`config.mk`:
```
export PLATFORM = sky130hd
export DESIGN_NAME = qfa_front
export DESIGN_NICKNAME = d
export VERILOG_FILES = /design/src/qfa_pkg.sv /design/src/qfa_front.sv
export SDC_FILE = /design/constraint.sdc
export NUM_CORES = 1
export LEC_CHECK = 0
export ABC_AREA = 1
export BUFFER_PORTS_ARGS = -buffer_cell sky130_fd_sc_hd__buf_2
export CAP_MARGIN = 10
export CORE_MARGIN = 8
export CORE_UTILIZATION = 40
export DETAILED_ROUTE_END_ITERATION = 8
export PLACE_DENSITY = 0.67
export SLEW_MARGIN = 20
export SYNTH_ARGS = -nofsm -noshare
export SYNTH_HDL_FRONTEND = slang
export SYNTH_SLANG_ARGS = --single-unit
export TNS_END_PERCENT = 100
```
`constraint.sdc`:
```
create_clock -name clk -period 9.8 [get_ports clk]
set_clock_uncertainty 0.05 [all_clocks]
set_input_delay 1.47 -clock clk [delete_from_list [all_inputs] [get_ports clk]]
set_output_delay 1.47 -clock clk [all_outputs]
set_load 0.01 [all_outputs]
```
`src/qfa_pkg.sv`:
```
`timescale 1ns / 1ps
package qfa_pkg;

  typedef enum logic [3:0] {
    MODE_ADD  = 4'd0,
    MODE_SUB  = 4'd1,
    MODE_MUL  = 4'd2,
    MODE_DIV  = 4'd3,
    MODE_LT   = 4'd4,
    MODE_LE   = 4'd5,
    MODE_GT   = 4'd6,
    MODE_GE   = 4'd7,
    MODE_EQ   = 4'd8,
    MODE_NE   = 4'd9,
    MODE_MIN  = 4'd10,
    MODE_MAX  = 4'd11,
    MODE_INC  = 4'd12,
    MODE_DEC  = 4'd13,
    MODE_FINT = 4'd14,
    MODE_TINT = 4'd15
  } mode_t;

  typedef enum logic [1:0] {
    CLS_SIMPLE = 2'd0,
    CLS_MUL    = 2'd1,
    CLS_DIV    = 2'd2
  } cls_t;

endpackage

```
`src/qfa_front.sv`:
```
`timescale 1ns / 1ps
module qfa_front
  import qfa_pkg::*;
#(
  parameter int DATA_WIDTH    = 32,
  parameter int FRACTION_BITS = 8
) (
  input  logic                          clk,
  input  logic                          rst,
  input  logic                          in_valid,
  output logic                          in_ready,
  input  logic [3:0]                    mode,
  input  logic signed [DATA_WIDTH-1:0]  a_operand,
  input  logic signed [DATA_WIDTH-1:0]  b_operand,
  output logic                          q_valid,
  input  logic                          q_ready,
  output cls_t                          q_cls,
  output logic signed [DATA_WIDTH-1:0]  q_simple,
  output logic [2:0]                    q_flags,
  output logic signed [DATA_WIDTH-1:0]  q_a,
  output logic signed [DATA_WIDTH-1:0]  q_b
);
  localparam logic signed [DATA_WIDTH:0] MaxV = {2'b00, {(DATA_WIDTH-1){1'b1}}};
  localparam logic signed [DATA_WIDTH:0] MinV = {2'b11, {(DATA_WIDTH-1){1'b0}}};

  logic signed [DATA_WIDTH:0]              sum, dif, sat_s, sat_d;
  logic signed [DATA_WIDTH+FRACTION_BITS:0] fx;
  logic                                    lt, eq, ov_s, ov_d, ov_f;
  logic signed [DATA_WIDTH-1:0]            r, fxs;
  logic                                    cmp, ov;
  cls_t                                    cls;

  logic                                    v;
  cls_t                                    c;
  logic signed [DATA_WIDTH-1:0]            sv, ra, rb;
  logic [2:0]                              fl;

  always_comb begin
    sum = {a_operand[DATA_WIDTH-1], a_operand} + {b_operand[DATA_WIDTH-1], b_operand};
    dif = {a_operand[DATA_WIDTH-1], a_operand} - {b_operand[DATA_WIDTH-1], b_operand};
    ov_s = sum > MaxV || sum < MinV;
    ov_d = dif > MaxV || dif < MinV;
    sat_s = sum > MaxV ? MaxV : (sum < MinV ? MinV : sum);
    sat_d = dif > MaxV ? MaxV : (dif < MinV ? MinV : dif);
    fx = {{(FRACTION_BITS+1){a_operand[DATA_WIDTH-1]}}, a_operand} <<< FRACTION_BITS;
    ov_f = fx[DATA_WIDTH+FRACTION_BITS:DATA_WIDTH-1] != {(FRACTION_BITS+2){fx[DATA_WIDTH-1]}};
    fxs = ov_f ? (a_operand[DATA_WIDTH-1] ? MinV[DATA_WIDTH-1:0] : MaxV[DATA_WIDTH-1:0])
               : fx[DATA_WIDTH-1:0];
    lt = a_operand < b_operand;
    eq = a_operand == b_operand;
    r = '0;
    cmp = 1'b0;
    ov = 1'b0;
    cls = CLS_SIMPLE;
    case (mode_t'(mode))
      MODE_ADD: begin r = sat_s[DATA_WIDTH-1:0]; ov = ov_s; end
      MODE_SUB: begin r = sat_d[DATA_WIDTH-1:0]; ov = ov_d; end
      MODE_MUL: cls = CLS_MUL;
      MODE_DIV: cls = CLS_DIV;
      MODE_LT:  cmp = lt;
      MODE_LE:  cmp = lt | eq;
      MODE_GT:  cmp = !(lt | eq);
      MODE_GE:  cmp = !lt;
      MODE_EQ:  cmp = eq;
      MODE_NE:  cmp = !eq;
      MODE_MIN: r = (lt | eq) ? a_operand : b_operand;
      MODE_MAX: r = (lt | eq) ? b_operand : a_operand;
      MODE_INC: begin
        ov = a_operand == MaxV[DATA_WIDTH-1:0];
        r = ov ? a_operand : a_operand + DATA_WIDTH'(1);
      end
      MODE_DEC: begin
        ov = a_operand == MinV[DATA_WIDTH-1:0];
        r = ov ? a_operand : a_operand - DATA_WIDTH'(1);
      end
      MODE_FINT: begin r = fxs; ov = ov_f; end
      MODE_TINT: r = a_operand >>> FRACTION_BITS;
      default: r = '0;
    endcase
  end

  assign in_ready = !v || q_ready;
  assign q_valid  = v;
  assign q_cls    = c;
  assign q_simple = sv;
  assign q_flags  = fl;
  assign q_a      = ra;
  assign q_b      = rb;

  always_ff @(posedge clk) begin
    if (rst) begin
      v <= 1'b0;
    end else if (in_ready) begin
      v <= in_valid;
    end
    if (in_ready && in_valid) begin
      c  <= cls;
      sv <= r;
      fl <= {1'b0, ov, cmp};
      ra <= a_operand;
      rb <= b_operand;
    end
  end
endmodule

```
After elaboration in Yosys (flattened, before gate mapping)

Index checks and enable logic that the tools add are counted.

Add/subtract/negate cells: 4
$lt $le $gt $ge: 5
Equality and inequality tests: 19
Mux-type cells: 14
Bitwise logic cells: 1
Reduce and logical (&&, ||, !) cells: 9

Operators by type and width:

| kind                                                            | count |
|---|---|
| two-way mux 32 bit                                              | 10 |
| case mux 32 bit (8 select lines)                                | 1 |
| greater-than comparator 33 x 32 -> 1 bit, second input constant | 2 |
| less-than comparator 33 x 32 -> 1 bit, second input constant    | 2 |
| adder 32 x 32 -> 33 bit                                         | 1 |
| subtractor 32 x 32 -> 33 bit                                    | 1 |
| adder 32 x 2 -> 32 bit, second input constant                   | 1 |
| equality test 32 x 31 -> 1 bit, second input constant           | 1 |
| equality test 32 bit                                            | 1 |
| equality test 32 bit, second input constant                     | 1 |
| equality test 4 bit, second input constant                      | 8 |
| less-than comparator 32 bit                                     | 1 |
| subtractor 32 x 2 -> 32 bit, second input constant              | 1 |
| equality test 4 x 3 -> 1 bit, second input constant             | 4 |
| != test 9 bit                                                   | 1 |
| equality test 4 x 2 -> 1 bit, second input constant             | 2 |
| case mux 1 bit (6 select lines)                                 | 1 |
| case mux 1 bit (5 select lines)                                 | 1 |
| equality test 4 x 1 -> 1 bit, second input constant             | 1 |
| zero test 1 bit                                                 | 4 |
| zero test 4 bit                                                 | 1 |
| case mux 2 bit (2 select lines)                                 | 1 |
| logical OR 1 bit                                                | 3 |
| logical AND 1 bit                                               | 1 |
| OR 1 bit                                                        | 1 |

Bits in registers: 101
Output and inout bits: 103

Logic depth before layout (Yosys ltp)

Gate-level depths: netlist of the first run.

Depth in word-level cells: 5
Gate-level depth with buffers: 23

Least setup slack after synthesis of the first run

No wires, ideal clock.

Kind: input to register
From: in in_valid
To: reg ra[0], in the netlist q_a[0], enable pin
Arrival time: 6.338 ns
Slack: 2.821 ns
Stages: 2
Buffers on the path: 0
Cell sequence: inv_1 a21oi_1

Longest elaborated chain between the ends: 1

RTL lines:

| what                 | line             | RTL |
|---|---|---|
| start, declared      | qfa_front.sv:10  | `input logic in_valid,` |
| logical AND 1 bit    | qfa_front.sv:96  | `if (in_ready && in_valid) begin` |
| end signal, assigned | qfa_front.sv:100 | `ra <= a_operand;` |
| end, declared        | qfa_front.sv:35  | `logic signed [DATA_WIDTH-1:0] sv, ra, rb;` |

Every way passes these cells.
A chain may end at the register's enable or synchronous reset.

Worst setup path in the final report of the first run

From: in a_operand[0]
To: reg sv[28], in the netlist q_simple[28], data pin

Longest elaborated chain between the ends: 5
Elaborated cells on any way between the ends: 22

RTL lines:

| what                                                                    | line                             | RTL |
|---|---|---|
| start, declared                                                         | qfa_front.sv:13                  | `input logic signed [DATA_WIDTH-1:0] a_operand,` |
| subtractor 32 x 32 -> 33 bit or adder 32 x 32 -> 33 bit (tied branches) | qfa_front.sv:40, qfa_front.sv:39 |  |
| less-than comparator 33 x 32 -> 1 bit, on equally long branches         | qfa_front.sv:44, qfa_front.sv:43 |  |
| two-way mux 32 bit, on equally long branches (2 in series)              | qfa_front.sv:44, qfa_front.sv:43 |  |
| case mux 32 bit (8 select lines) *                                      | qfa_front.sv:55                  | `case (mode_t'(mode))` |
| named net r[28]                                                         | qfa_front.sv:29                  | `logic signed [DATA_WIDTH-1:0] r, fxs;` |
| end signal, assigned                                                    | qfa_front.sv:98                  | `sv <= r;` |
| end, declared                                                           | qfa_front.sv:35                  |  |

Mark *: on every way through the listed nets, which the timed path passes. The rest lies on a longest branch.

==> flow_summary.toml, run 1 <==
[logic_synthesis]
synth_nets = 2354
synth-async-reset-ratio = 0
syn-cell-area_mm2 = 0.0131
ys_types = 49
yosys_warnings = 0
avgSynthCellArea_um2 = 5.93
synth-seq-cells = 101
ys_seq_area_frac = 0.231
syn_inst = 2210
synth-edff-count = 100
ys.flop_type = "edfxtp_1"

[clock_network]
path_clk_slew_ns = 0.09
cts_tree = "built"
insertion_delay_ns = 0.40
clockRootBuffer = "clkbuf_16"
cts-buffers-inserted = 9
postCtsResizedCells = 0
postCtsSetupBuffers = 0
clkSinkCount = 101
cts_hold_buf = 0
htree_levels = 3
clock_tree.buffer_depth = 2

[route]
num_vias = 15200
first_iter_violations = 1672
drc_errors = 0
wl_um = 57500
ant_nets = 0
dr.pass1.iters = 5
route.detailed.wl_per_inst_um = 20.9
vias_per_cell = 5.54

[die]
core_mm2 = 0.0324
io_pins = 175
die_y_um = 197
start_util = 0.405
fp.dieW_um = 197
rows = 66
die_area_mm2 = 0.0388

[final_layout]
multi_input_comb_area_mm2 = 0.00842
fin_util = 0.443
final_common_cell = "nand2_1"
nNetsFinal = 2448
syn_to_final_growth_pct = 9.35
fillers = 3556
regArea_mm2 = 0.00302
layout-drive-gt1-share = 0.110
num_antenna_cells = 0
mostFrequentLayoutCells = "785 x nand2_1, 272 x inv_1, 255 x nor2_1"

[critical_path]
critPathMostFrequentCell = "nand2_1"
crit_buf_inv = 3
crit_type = "in -> reg"
critPathMaxFanout = 67
slowest_delay_ns = 0.65
cp-start-kind = "input port"
crit_chain = "buf_2, inv_1, ha_1, fa_1, nand3b_1, nand2_1, nand2_1, nand2_1, nand2_1, nand2_2, nand2_1, nand3_1, nand2_2, buf_4, nand2_4, nand2_1, nand3_1, nand2_1, nor2_1, nand2_1"
worst_ep_arrival_time_ns = 5.07
required_ns = 9.89
slowest_stage = "nand2_4"
crit_family = "simple AND/OR/NAND/NOR gates"
cp-end-kind = "flip-flop"

[placement]
port_buffers = 173
hpwlAfterDp_um = 44500
place_ws_ns = 4.09
place_congestion = 1.00

[power_and_ir_drop]
worst_ir_drop_vdd_mv = 0.0896
intPower_mw = 0.895
p_leak_nw = 7.44
p_per_area_mw_per_mm2 = 113
clockPowerShare = 0.246
p_comb_frac = 0.427
netSwitchingPower_mw = 0.719
seqPwrFrac = 0.327
total_power_mw = 1.61
swShare = 0.445

[timing]
min_period_ns = 4.98
drv_slew = 0
fmax_mhz = 201
finalSetupTns_ns = 0
final-hold-violation-count = 0
slew_headroom = 0.318
rsz0062_at_grt = "no"
worst_pin_slew_ns = 1.02
fin_crit_sh = 0.508
setup_ws_ns = 4.82
setup_viol = 0

[global_routing]
grt_pass1_vias = 14200
antenna_found_initial = 0
grt_max_degree = 68
grt_remaining_overflow = 0
grt_pass1_wl_um = 86400
track_usage = 0.292

[run_status]
status = "finished, final reports clean"

[run]
maxCapViolCount = 0

[min_path]
hold_path_class = "reg -> reg"
## state kept, by name, summed over array words and instances, names as in the netlist
name	cells
q_a	32
q_b	32
q_cls	2
q_flags	2
q_simple	32
q_valid	1
## cell usage after synthesis, types with 12 or more instances
| library cell | n | area [um2] |
|---|---|---|
| a21oi_1 | 82 | 410 |
| buf_4 | 19 | 143 |
| nor2_1 | 258 | 968 |
| nor4_1 | 12 | 75.1 |
| ha_1 | 70 | 876 |
| buf_6 | 15 | 169 |
| edfxtp_1 | 100 | 3000 |
| nand3_1 | 209 | 1050 |
| nand4_1 | 33 | 206 |
| nor3_1 | 38 | 190 |
| nand2_1 | 785 | 2950 |
| xor2_1 | 64 | 561 |
| o21ai_0 | 68 | 340 |
| nand2_2 | 16 | 100 |
| inv_2 | 12 | 45.0 |
| clkbuf_1 | 31 | 116 |
| buf_2 | 34 | 170 |
| inv_1 | 272 | 1020 |
## routing by layer
| metal | part of all wire | track usage |
|---|---|---|
| met5 | 0 | 0 |
| met4 | 0.058 | 0.163 |
| met3 | 0.086 | 0.0489 |
| met2 | 0.42 | 0.444 |
| met1 | 0.44 | 0.389 |
## worst register-to-register path, stage by stage (launching register included)
cell and delay (ns):
dfxtp_1 0.35, a21oi_4 0.16, buf_4 0.64
## area by class of cell
cell class / instances / share of cell area
Clock buffer: 9 / 0.0157
Clock inverter: 7 / 0.00524
Inverter: 288 / 0.0755
Multi-Input combinational cell: 1719 / 0.588
Sequential cell: 101 / 0.211
Tap cell: 442 / 0.0386
Timing Repair Buffer: 185 / 0.0667
## cell families (layout without fill, tap and decap cells)
kind of cell | after synthesis | after routing | share of synthesized area
and+or+nand+nor | 1375 | 1375 | 0.437
xor gates and xnor gates | 67 | 67 | 0.0448
buffers and inverters | 390 | 489 | 0.129
other | 1 | 1 | 0.000286
adders and majority gates | 72 | 72 | 0.0698
AOI/OAI and AO/OA | 204 | 204 | 0.0882
DFF | 101 | 101 | 0.231
## power groups by stage
stage / sequential, mW / clock (mW) / combinational [mW]
6_report: 0.528 / 0.397 / 0.689
2_1_floorplan: 0.555 / 0 / 0.455
4_1_cts: 0.528 / 0.403 / 0.678
3_3_place_gp: 0.538 / 0 / 0.669
3_5_place_dp: 0.537 / 0 / 0.674
5_1_grt: 0.531 / 0.413 / 0.759
## through the flow
stage / hold slack (ns) / cells / area [um2]
after global placement: 0.456 / 2735 / 14000
after floorplan: 0.527 / 2210 / 13100
final: 0.493 / 2751 / 14300
after CTS: 0.493 / 2751 / 14300
after detailed placement: 0.481 / 2735 / 14000
after global routing: 0.531 / 2751 / 14300
## path summary, 6_finish.rpt
kind / start / endpoint / slack (ns) / cells after the start
max: a_operand[0] / q_simple[28] / 4.82 / 20
min: q_valid / q_valid / 0.49 / 2
max reg2reg: q_valid / q_b[8] / 8.14 / 2
min reg2reg: q_valid / q_valid / 0.49 / 2
Power figures use the tool's default switching activity.
==> run 2, diff against run 1 <==
--- a/config.mk
+++ b/config.mk
@@ -11,7 +11,7 @@
 export CORE_MARGIN = 8
 export CORE_UTILIZATION = 40
 export DETAILED_ROUTE_END_ITERATION = 8
-export PLACE_DENSITY = 0.67
+export PLACE_DENSITY = 0.69
 export SLEW_MARGIN = 20
 export SYNTH_ARGS = -nofsm -noshare
 export SYNTH_HDL_FRONTEND = slang
==> constraint.sdc (replaced) <==
create_clock -name clk -period 4.1 [get_ports clk]
set_clock_uncertainty 0.05 [all_clocks]
set_input_delay 0.615 -clock clk [delete_from_list [all_inputs] [get_ports clk]]
set_output_delay 0.615 -clock clk [all_outputs]
set_load 0.01 [all_outputs]
==> run 2 against run 1 <==
Effect of this change: die area stayed put; global-route usage increased by 1.1 points; critical path depth down 1; clock-buffer cell count increased by 1; sequential cell count unchanged; wire length is 3.7% higher; first-iteration DRC count is 1.0% higher; clock power grew 140%; non-clock buffer count increased by 66; sequential share of layout area down 0.81 points; worst setup slack got worse by 4.3 ns; final cell count rose by 2.5%; highest routed layer is now met5.
==> flow_summary.toml, run 2 (same netlist as run 1, synthesis figures left out) <==
[clock_network]
postCtsResizedCells = 0
cts-buffers-inserted = 9
cts_hold_buf = 0
clockRootBuffer = "clkbuf_16"
insertion_delay_ns = 0.39
clock_tree.buffer_depth = 2
cts_tree = "built"
clkSinkCount = 101
path_clk_slew_ns = 0.08
htree_levels = 3
postCtsSetupBuffers = 0

[power_and_ir_drop]
seqPwrFrac = 0.318
intPower_mw = 2.26
clockPowerShare = 0.237
p_leak_nw = 7.79
p_comb_frac = 0.444
worst_ir_drop_vdd_mv = 0.229
netSwitchingPower_mw = 1.70
swShare = 0.429
p_per_area_mw_per_mm2 = 266

[route]
num_vias = 15400
route.detailed.wl_per_inst_um = 21.2
drc_errors = 0
ant_nets = 0
wl_um = 59600
dr.pass1.iters = 6
first_iter_violations = 1689
vias_per_cell = 5.46

[die]
rows = 66
fp.dieW_um = 197
die_area_mm2 = 0.0388
die_y_um = 197
core_mm2 = 0.0324
io_pins = 175
start_util = 0.405

[final_layout]
stdcell_count = 2819
nNetsFinal = 2514
layout-drive-gt1-share = 0.134
syn_to_final_growth_pct = 13.7
mostFrequentLayoutCells = "785 x nand2_1, 272 x inv_1, 255 x nor2_1"
final_common_cell = "nand2_1"
fin_util = 0.461

[timing]
finalSetupTns_ns = 0
drv_slew = 0
worst_pin_slew_ns = 0.692
final-hold-violation-count = 0
min_period_ns = 3.61
setup_viol = 0
rsz0062_at_grt = "no"
fmax_mhz = 277
fin_crit_sh = 0.880
slew_headroom = 0.538

[min_path]
hold_path_class = "in -> reg"
hold_end = "q_valid"
holdPathStages = 2
hold_path.startpoint = "rst"

[placement]
port_buffers = 173
post-place-cells = 2801
place_congestion = 1.02
hpwlAfterDp_um = 48700

[global_routing]
grt_remaining_overflow = 0
grt_pass1_vias = 14600
track_usage = 0.303
grt_pass1_wl_um = 89200
antenna_found_initial = 2
grt_max_degree = 66

[critical_path]
ff2ff_setup_slack_ns = 2.42
crit_type = "in -> reg"
critPathMaxFanout = 10
r2r_start = "q_valid"
worst_ep_arrival_time_ns = 3.67
cp-start-kind = "input port"
required_ns = 4.17
cp-end-kind = "flip-flop"
regToRegEndpoint = "q_simple[30]"
rr_worst_depth = 2

[run]
maxCapViolCount = 0

[run_status]
status = "finished, final reports clean"
## run 2: per-layer routing
layer | GRT usage | vias to the layer above | share of wire
li1 | - | 7366 | -
met1 | 0.397 | 6964 | 0.42
met2 | 0.460 | 887 | 0.42
met3 | 0.0586 | 162 | 0.095
met4 | 0.174 | 2 | 0.062
met5 | 0 | - | 0.00027
## run 2: how the worst max path moves through the flow
stage	from	endpoint	slack, ns	cells after the start
after floorplan	q_ready	q_a[0]	0.03	2
after global placement	b_operand[25]	q_simple[23]	0.18	19
after detailed placement	b_operand[25]	q_simple[23]	0.21	19
after CTS	b_operand[25]	q_simple[23]	0.60	19
after global routing	b_operand[25]	q_simple[26]	0.22	19
final	b_operand[25]	q_simple[23]	0.49	19
## run 2: through the flow
step	area [um2]	worst slack [ns]	hold WS (ns)	power [mW]
2_1_floorplan	13100	0.0290	0.540	2.41
3_3_place_gp	14600	0.183	0.456	3.00
3_5_place_dp	14600	0.212	0.473	3.01
4_1_cts	14900	0.601	0.307	3.95
5_1_grt	14900	0.224	0.328	4.18
6_report	14900	0.492	0.322	3.96
## run 2: power groups by stage
stage	combinational (mW)	clock (mW)	sequential, mW
floorplan	1.09	0	1.32
global route	1.93	0.983	1.27
finish	1.76	0.941	1.26
global placement	1.72	0	1.28
CTS	1.73	0.961	1.26
detailed placement	1.72	0	1.28
## run 2: area by class of cell
| class | count | area, um2 |
|---|---|---|
| clock buffer | 10 | 229 |
| sequential | 101 | 3020 |
| fill | 3562 | 17500 |
| multi-input combinational | 1719 | 8410 |
| tap | 442 | 553 |
| inverter | 288 | 1080 |
| antenna | 2 | 5.00 |
| clock inverter | 6 | 68.8 |
| timing repair buffer | 251 | 1540 |
## run 2: critical path, cell delays in order
cell and delay (ns):
buf_2 0.10, inv_1 0.12, ha_1 0.63, nand2_1 0.20
nor2_1 0.23, nand2_1 0.14, nor2_1 0.34, nand2_1 0.19
nand2_1 0.10, nand2_1 0.08, nand2_2 0.09, nand2_2 0.15
buf_4 0.21, nand2_1 0.06, nand2_1 0.04, nand2_1 0.06
nand2_1 0.07, nor2_1 0.15, nand2_1 0.10
==> run 3, diff against run 2 <==
--- a/config.mk
+++ b/config.mk
@@ -9,9 +9,9 @@
 export BUFFER_PORTS_ARGS = -buffer_cell sky130_fd_sc_hd__buf_2
 export CAP_MARGIN = 10
 export CORE_MARGIN = 8
-export CORE_UTILIZATION = 40
+export CORE_UTILIZATION = 30
 export DETAILED_ROUTE_END_ITERATION = 8
-export PLACE_DENSITY = 0.69
+export PLACE_DENSITY = 0.57
 export SLEW_MARGIN = 20
 export SYNTH_ARGS = -nofsm -noshare
 export SYNTH_HDL_FRONTEND = slang
==> run 3 against run 2 <==
Effect of this change: sequential power is essentially flat; final cell count rose by 4.4%; register-to-register slack improved by 0.16 ns; first-iteration DRC count rose by 4.6%; critical path depth shrank 2; global-route usage shrank 5.8 points; fmax rose by 5.6%; critical path type unchanged; critical endpoint is now q_simple[21].
==> flow_summary.toml, run 3 (same netlist as run 1, synthesis figures left out) <==
[timing]
final-hold-violation-count = 0
fin_crit_sh = 0.833
setup_viol = 0
fmax_mhz = 293
drv_slew = 0
hold_slack_ns = 0.285
slew_headroom = 0.383
setup_ws_ns = 0.685
rsz0062_at_grt = "no"
worst_pin_slew_ns = 0.924
min_period_ns = 3.42
finalSetupTns_ns = 0

[global_routing]
grt_max_degree = 101
grt_remaining_overflow = 0
track_usage = 0.245
grt_pass1_vias = 14300
grt_pass1_wl_um = 92300
antenna_found_initial = 0

[critical_path]
crit_type = "in -> reg"
cp-end-kind = "flip-flop"
worstSetupStartpoint = "b_operand[24]"
r2r_start = "q_valid"
cp-start-kind = "input port"
worst_ep_arrival_time_ns = 3.52
endpoint = "q_simple[21]"
rr_worst_depth = 2
critPathMaxFanout = 11
regToRegEndpoint = "q_a[27]"
required_ns = 4.21
ff2ff_setup_slack_ns = 2.58

[clock_network]
cts-buffers-inserted = 9
insertion_delay_ns = 0.42
cts_tree = "built"
cts_hold_buf = 0
postCtsSetupBuffers = 0
postCtsResizedCells = 0
path_clk_slew_ns = 0.09
clock_tree.buffer_depth = 2
htree_levels = 3
clockRootBuffer = "clkbuf_16"
clkSinkCount = 101

[route]
wl_um = 63300
vias_per_cell = 5.17
ant_nets = 0
drc_errors = 0
dr.pass1.iters = 5
first_iter_violations = 1766
num_vias = 15200
route.detailed.wl_per_inst_um = 21.5

[final_layout]
nNetsFinal = 2498
final_common_cell = "nand2_1"
stdcell_count = 2944
layout-drive-gt1-share = 0.128
mostFrequentLayoutCells = "785 x nand2_1, 272 x inv_1, 255 x nor2_1"
fin_util = 0.347
regArea_mm2 = 0.00302
fillers = 4837
num_antenna_cells = 0
multi_input_comb_area_mm2 = 0.00842
syn_to_final_growth_pct = 13.9

[placement]
place_ws_ns = 0.326
post-place-cells = 2928
port_buffers = 173
hpwlAfterDp_um = 50700
place_congestion = 0.984

[die]
core_mm2 = 0.0431
die_area_mm2 = 0.0507
io_pins = 175
fp.dieW_um = 225
die_y_um = 225
rows = 76
start_util = 0.304

[power_and_ir_drop]
p_comb_frac = 0.442
p_per_area_mw_per_mm2 = 265
clockPowerShare = 0.237
worst_ir_drop_vdd_mv = 0.244
swShare = 0.448
intPower_mw = 2.19
p_leak_nw = 7.69
netSwitchingPower_mw = 1.77
seqPwrFrac = 0.320

[run]
maxCapViolCount = 0

[min_path]
hold_path_class = "in -> reg"

[run_status]
status = "finished, final reports clean"
run 3: layout make-up:
type | count | area share
Tap cell | 585 | 0.0490
Multi-Input combinational cell | 1719 | 0.564
Clock inverter | 7 | 0.00394
Timing Repair Buffer | 235 | 0.0933
Clock buffer | 9 | 0.0151
Sequential cell | 101 | 0.202
Inverter | 288 | 0.0724
run 3: how the worst min path moves through the flow:
stage / from / endpoint / slack (ns) / depth (start not counted)
finish: rst / q_valid / 0.29 / 2
floorplan: q_valid / q_valid / 0.54 / 2
global placement: q_valid / q_valid / 0.46 / 2
global route: rst / q_valid / 0.28 / 2
CTS: rst / q_valid / 0.26 / 2
detailed placement: q_valid / q_valid / 0.48 / 2
run 3: layer usage:
layer / up-vias / wire, um / GRT usage
li1: 7346 / - / -
met5: - / 0 / 0
met1: 7007 / 27300 / 0.321
met2: 745 / 27700 / 0.381
met4: 0 / 3240 / 0.123
met3: 115 / 5040 / 0.0481
run 3: worst max-delay path, cell delays in order:
cell     delay [ns]
buf_2          0.10
inv_1          0.08
ha_1           0.53
nand2_1        0.21
nor2_1         0.32
nand2_1        0.19
nor2_1         0.25
nand2_1        0.14
nand2_1        0.09
nand2_1        0.07
nand4_1        0.24
buf_4          0.23
nand2_1        0.06
nand2_1        0.05
nand2_1        0.07
nor2_1         0.15
nand2_1        0.10
run 3: power by group through the flow:
stage / clock network [mW] / logic, mW / registers [mW]
floorplan: 0 / 1.09 / 1.32
global placement: 0 / 1.73 / 1.29
detailed placement: 0 / 1.73 / 1.29
CTS: 0.973 / 1.74 / 1.27
global route: 0.985 / 1.93 / 1.27
finish: 0.940 / 1.75 / 1.27
run 3: metrics by stage:
stage | instance area [um2] | total power [mW]
after floorplan | 13100 | 2.41
after global placement | 14700 | 3.03
after detailed placement | 14700 | 3.02
after CTS | 14900 | 3.98
after global routing | 14900 | 4.19
final | 14900 | 3.96
